$ cat config.mk
export PLATFORM = sky130hd
export DESIGN_NAME = swcc_mul
export DESIGN_NICKNAME = d
export VERILOG_FILES = /design/src/rtl/swcc_mul.sv
export SDC_FILE = /design/constraint.sdc
export NUM_CORES = 2
export LEC_CHECK = 0
export ABC_CLOCK_PERIOD_IN_PS = 8400
export BUFFER_PORTS_ARGS = -buffer_cell sky130_fd_sc_hd__buf_2
export CORE_MARGIN = 10
export CORE_UTILIZATION = 45
export CTS_CLUSTER_SIZE = 8
export DETAILED_ROUTE_END_ITERATION = 10
export PLACE_DENSITY_LB_ADDON = 0.12
export SLEW_MARGIN = 20
export SYNTH_ARGS = -nofsm -noshare
export SYNTH_HDL_FRONTEND = slang
export SYNTH_SLANG_ARGS = --single-unit
export TNS_END_PERCENT = 100
$ cat constraint.sdc
create_clock -name clk -period 8.4 [get_ports clk]
set_input_delay 0.42 -clock clk [delete_from_list [all_inputs] [get_ports clk]]
set_output_delay 0.42 -clock clk [all_outputs]
set_load 0.05 [all_outputs]
$ cat src/rtl/swcc_mul.sv
module swcc_mul #(
  parameter int unsigned AW = 56,
  parameter int unsigned BW = 33,
  parameter int unsigned PW = 1
) (
  input  logic               clk,
  input  logic               rst,
  input  logic               in_valid,
  input  logic [AW-1:0]      a,
  input  logic [BW-1:0]      b,
  input  logic [PW-1:0]      in_pay,
  output logic               out_valid,
  output logic [AW+BW-1:0]   prod,
  output logic [PW-1:0]      out_pay
);

  localparam int unsigned AL = AW / 2;
  localparam int unsigned AH = AW - AL;
  localparam int unsigned BL = BW / 2;
  localparam int unsigned BH = BW - BL;
  localparam int unsigned RW = AW + BW;

  logic              v1;
  logic [PW-1:0]     pay1;
  logic [AL+BL-1:0]  pp_ll;
  logic [AL+BH-1:0]  pp_lh;
  logic [AH+BL-1:0]  pp_hl;
  logic [AH+BH-1:0]  pp_hh;

  // partial products first, then the weighted sum
  always_ff @(posedge clk) begin
    if (rst) begin
      v1        <= 1'b0;
      out_valid <= 1'b0;
    end else begin
      v1        <= in_valid;
      out_valid <= v1;
    end
    pp_ll   <= a[AL-1:0]  * b[BL-1:0];
    pp_lh   <= a[AL-1:0]  * b[BW-1:BL];
    pp_hl   <= a[AW-1:AL] * b[BL-1:0];
    pp_hh   <= a[AW-1:AL] * b[BW-1:BL];
    pay1    <= in_pay;
    prod    <= RW'(pp_ll) + (RW'(pp_lh) << BL) + (RW'(pp_hl) << AL)
             + (RW'(pp_hh) << (AL + BL));
    out_pay <= pay1;
  end

endmodule
Word level (Yosys, flattened, before mapping) --
Cells that the tools add are included.
Storage, ports and cells: bits in registers 271, input port bits 93, output and inout bits 91, logic and storage cells 16
Operators by class: add/sub/neg operators 3, multiply operators 4
Operator list (number):
- 28-bit by 17-bit multiplier with 45-bit output | 2
- 73-bit by 89-bit adder with 89-bit output | 1
- 28-bit by 16-bit multiplier with 44-bit output | 2
- 62-bit by 72-bit adder with 73-bit output | 1
- 44-bit by 61-bit adder with 62-bit output | 1

Logic depth before layout (Yosys ltp) --
depth after elaboration 3, gate-level depth with buffers 28, depth with buffers taken out 25

Worst setup path after synthesis --
Ideal clock, no wire load.
path kind in2reg, from input b[18], to register pp_lh[43], library setup time 136 ps, arrival 6563 ps, required time 8264 ps, setup slack 1701 ps, cell stages on the path 27, path buffers 3, path through clkbuf_1 > clkbuf_1 > nand2_1 > fa_1 > fa_1 > inv_1 > fa_1 > inv_1 > fa_1 > inv_1 > fa_1 > inv_1 > fa_1 > inv_1 > ha_1 > clkbuf_1 > a2111oi_0 > a211oi_1 > o21ai_0 > o2111ai_1 > a211oi_1 > nand3b_1 > a211oi_2 > o21bai_1 > a21oi_1 > o41ai_1 > xor2_1
Between the ends: cells in the longest elaborated chain, start to end 1
Ends and longest elaborated chain:
- start: declaration | line 10 | input logic [BW-1:0] b,
- 28-bit by 17-bit multiplier with 45-bit output | line 40 | pp_lh <= a[AL-1:0] * b[BW-1:BL];
- end signal: assignment | line 40
- end: declaration | line 26 | logic [AL+BH-1:0] pp_lh;
No other way between the ends. A chain may end at the register's enable or synchronous reset.

Worst setup path in the final report --
from input b[23], to register pp_hh[41]
Between the ends: cells in the longest elaborated chain, start to end 1
Ends and longest elaborated chain:
- 28-bit by 17-bit multiplier with 45-bit output | line 42 | pp_hh <= a[AW-1:AL] * b[BW-1:BL];
- end signal: assignment | line 42
- end: declaration | line 28 | logic [AH+BH-1:0] pp_hh;
No other way between the ends.

==> metrics.txt <==
outcome=complete, no violations; Max Clk Rate=0.136 GHz; Vias per Instance=5.24; total grt overflow=0; Resized cells post-CTS=0; synthesized area=68,400 µm²; # rows=142; WHS Endpoint=prod[7]; pre-CTS WS=0.588 ns; Worst path most repeated cell=fa_1; Commonest cells post-synth=inv_1 (1,736), fa_1 (1,536), nand2_1 (1,229); sequential area share after synthesis=7.94%; final setup TNS=0 ns; Seq cells post-synth=271; biggest area consumer among synthesized cells=fa_1; max-cap violation count=0; Fillers=14,600; slowest stage delay, CP=0.82 ns; CTS Hold Bufs=3; total core area=150,000 µm²; post-synth cell types=78; fin crit period=7.34 ns; clk root buf=clkbuf_16; Slowest cell on crit path=buf_2; first-pass GRT wire length=336,000 µm; Area Growth Syn to Fin=7.03%; r2r setup slk=3.53 ns; Num CTS Buffers=44; DPL Wire Length=172,000 µm; GRT Overall Usage=26.0%; largest fanout on the critical path=43; die area=168,000 µm²; count of final hold-check violations=0; RSZ-0062 raised after global routing=no; Post-CTS Repair Setup Buffers=0; Critical R2R Capture=prod[85]; Post-synth ARST share=0%; I/O pin count=184; fin util=48.6%; Setup crit end kind=flip-flop; CTS tree=yes; ranking of synthesized cells by area=fa_1 (45%), ha_1 (10%), inv_1 (9.5%), dfxtp_1 (7.9%), and2_1 (6.9%); Fin Clk Skew=0.0273 ns; Routed WL per cell=22.1 µm; layout cells sized above 1=6.07%; number of flops mapped to enable cells by yosys=0; WP data required=8.93 ns; max_slew headroom=21.9%; clk slew on worst S/H paths=0.06 ns; R2R Path Start=pp_ll[29]; Die Y=410 µm; DR pass1 iterations=6; min-delay src=pp_ll[7]; CP Data Arrival Time=7.87 ns; Total Routed Length=214,000 µm; ANT nets after route=0; Worst-Margin Slew=1.17 ns; Worst R2R Path Depth=13; share of the synthesized area in the top cell type=45.0%; largest net degree at the start of global routing=44; vias in the first global route=55,700; Clock Latency Late Sink=0.64 ns; Mapped Cells=7,657; Nets=9,842; Crit Path Category=input pin to flip-flop; Die Width=410 µm; DR iter-0 viols=3,369; initial antenna violation count=31; H-tree levels=2; RD Place Congestion=0.927; top-count cell post-synth=inv_1; residual DRC count=0; Max clock buf depth=3; CP Cell Sequence=buf_2, and2_1, fa_1, inv_1, fa_1, fa_1, inv_1, fa_1, fa_1, inv_1, fa_1, inv_1, ha_1, nand2_1, a211oi_1, o41a_1, a211oi_2, o31ai_1, a221oi_2, buf_4, nor2_1, nand2_1, a31oi_1, xor2_1; Port Buffer Count=183; via count=50,900; fin crit share=87.4%; Syn Nets=9,835; Yosys Warn Count=0; hold crit path type=flip-flop to flip-flop; Final Setup Violations=0; syn_area_per_cell=8.93 µm²; PnR worst setup slack=1.06 ns; Min-Delay Path Depth=0; Final Max Tran Viols=0; # clock sinks=271; initial cell density of the core=45.4%; prevailing post-synth register cell=dfxtp_1; CP Launch Type=input pin
==> layer usage <==
metal  global-route usage [%]  vias up  share of wire (%)
li1                         -    22500                  -
met1                     35.3    26300                 43
met2                     41.7     1675                 45
met3                     5.19      319                8.0
met4                     7.97       14                3.5
met5                        0        -              0.041
==> layout by cell type (no fill, tap or decap), types with 8 or more instances in the layout <==
cell       synthesis  layout
and2_1           758     758
o21bai_1          19      19
o21ai_0           88      88
o21ai_1            8       8
fa_1            1536    1536
nor2_1           108     108
o211ai_1          13      13
a21oi_1          183     182
nand3_1           52      52
o21a_1            32      32
ha_1             549     549
buf_2              1     183
a211oi_1          26      26
nor2b_1           32      32
nand4_1           23      23
nor3_1            27      27
nand2b_1          23      23
xnor2_1          143     143
and4_1            11      11
xor2_1            78      78
clkbuf_16          0      45
a31oi_1           16      16
dfxtp_1          271     271
inv_1           1736    1736
buf_12             0      10
a21o_1           135     135
and3_1            27      27
o31ai_1           16      16
nand2_1         1229    1229
buf_4              0     167
==> logic make-up after synthesis <==
family | share of synthesized area, %
AO/OA/AOI/OAI | 6.30
XOR/XNOR | 2.83
adder cells (fa/ha/maj) | 55.0
buffers and inverters | 11.7
flip-flops | 7.94
multiplexers | 0.0146
AND/OR/NAND/NOR | 16.2
==> critical path, delay by kind of cell <==
kind            cells  cell delay (ns)
fa+ha+maj           7             3.29
xor+xnor            1             0.21
simple gates        4             0.73
compound gates      6             1.88
buf+inv             6             1.27
==> metrics by stage <==
step | hold WS (ns) | area (µm²) | std cells
floorplan | 0.310 | 68400 | 7657
global placement | 0.311 | 71700 | 9631
detailed placement | 0.312 | 71700 | 9631
CTS | 0.312 | 73200 | 9699
global route | 0.325 | 73200 | 9699
finish | 0.310 | 73200 | 9705
==> area by class of cell <==
cell class | instances | area [µm²] | share of cell area, %
Clock buffer | 57 | 1220 | 1.67
Timing Repair Buffer | 363 | 2400 | 3.28
Inverter | 1736 | 6520 | 8.91
Sequential cell | 271 | 5430 | 7.41
Tap cell | 2016 | 2520 | 3.45
Clock inverter | 8 | 155 | 0.212
Antenna cell | 6 | 15.0 | 0.0205
Multi-Input combinational cell | 5248 | 54900 | 75.1
==> state kept, by name, indices dropped and copies added (netlist names) <==
name       flops
pp_hl         44
pay1           1
out_valid      1
pp_lh         45
out_pay        1
prod          89
pp_ll         44
pp_hh         45
v1             1
==> how the worst max path moves through the flow <==
| stage | from | to |
|---|---|---|
| 4_1_cts | b[21] | pp_lh[44] |
| 5_1_grt | b[21] | pp_lh[44] |
| 6_report | b[23] | pp_hh[41] |
| 2_1_floorplan | b[18] | pp_lh[43] |
| 3_3_place_gp | b[21] | pp_lh[44] |
| 3_5_place_dp | b[21] | pp_lh[44] |
Power is not shown: default switching activity piles up to over one toggle a cycle in this logic, so the estimate is an artifact.
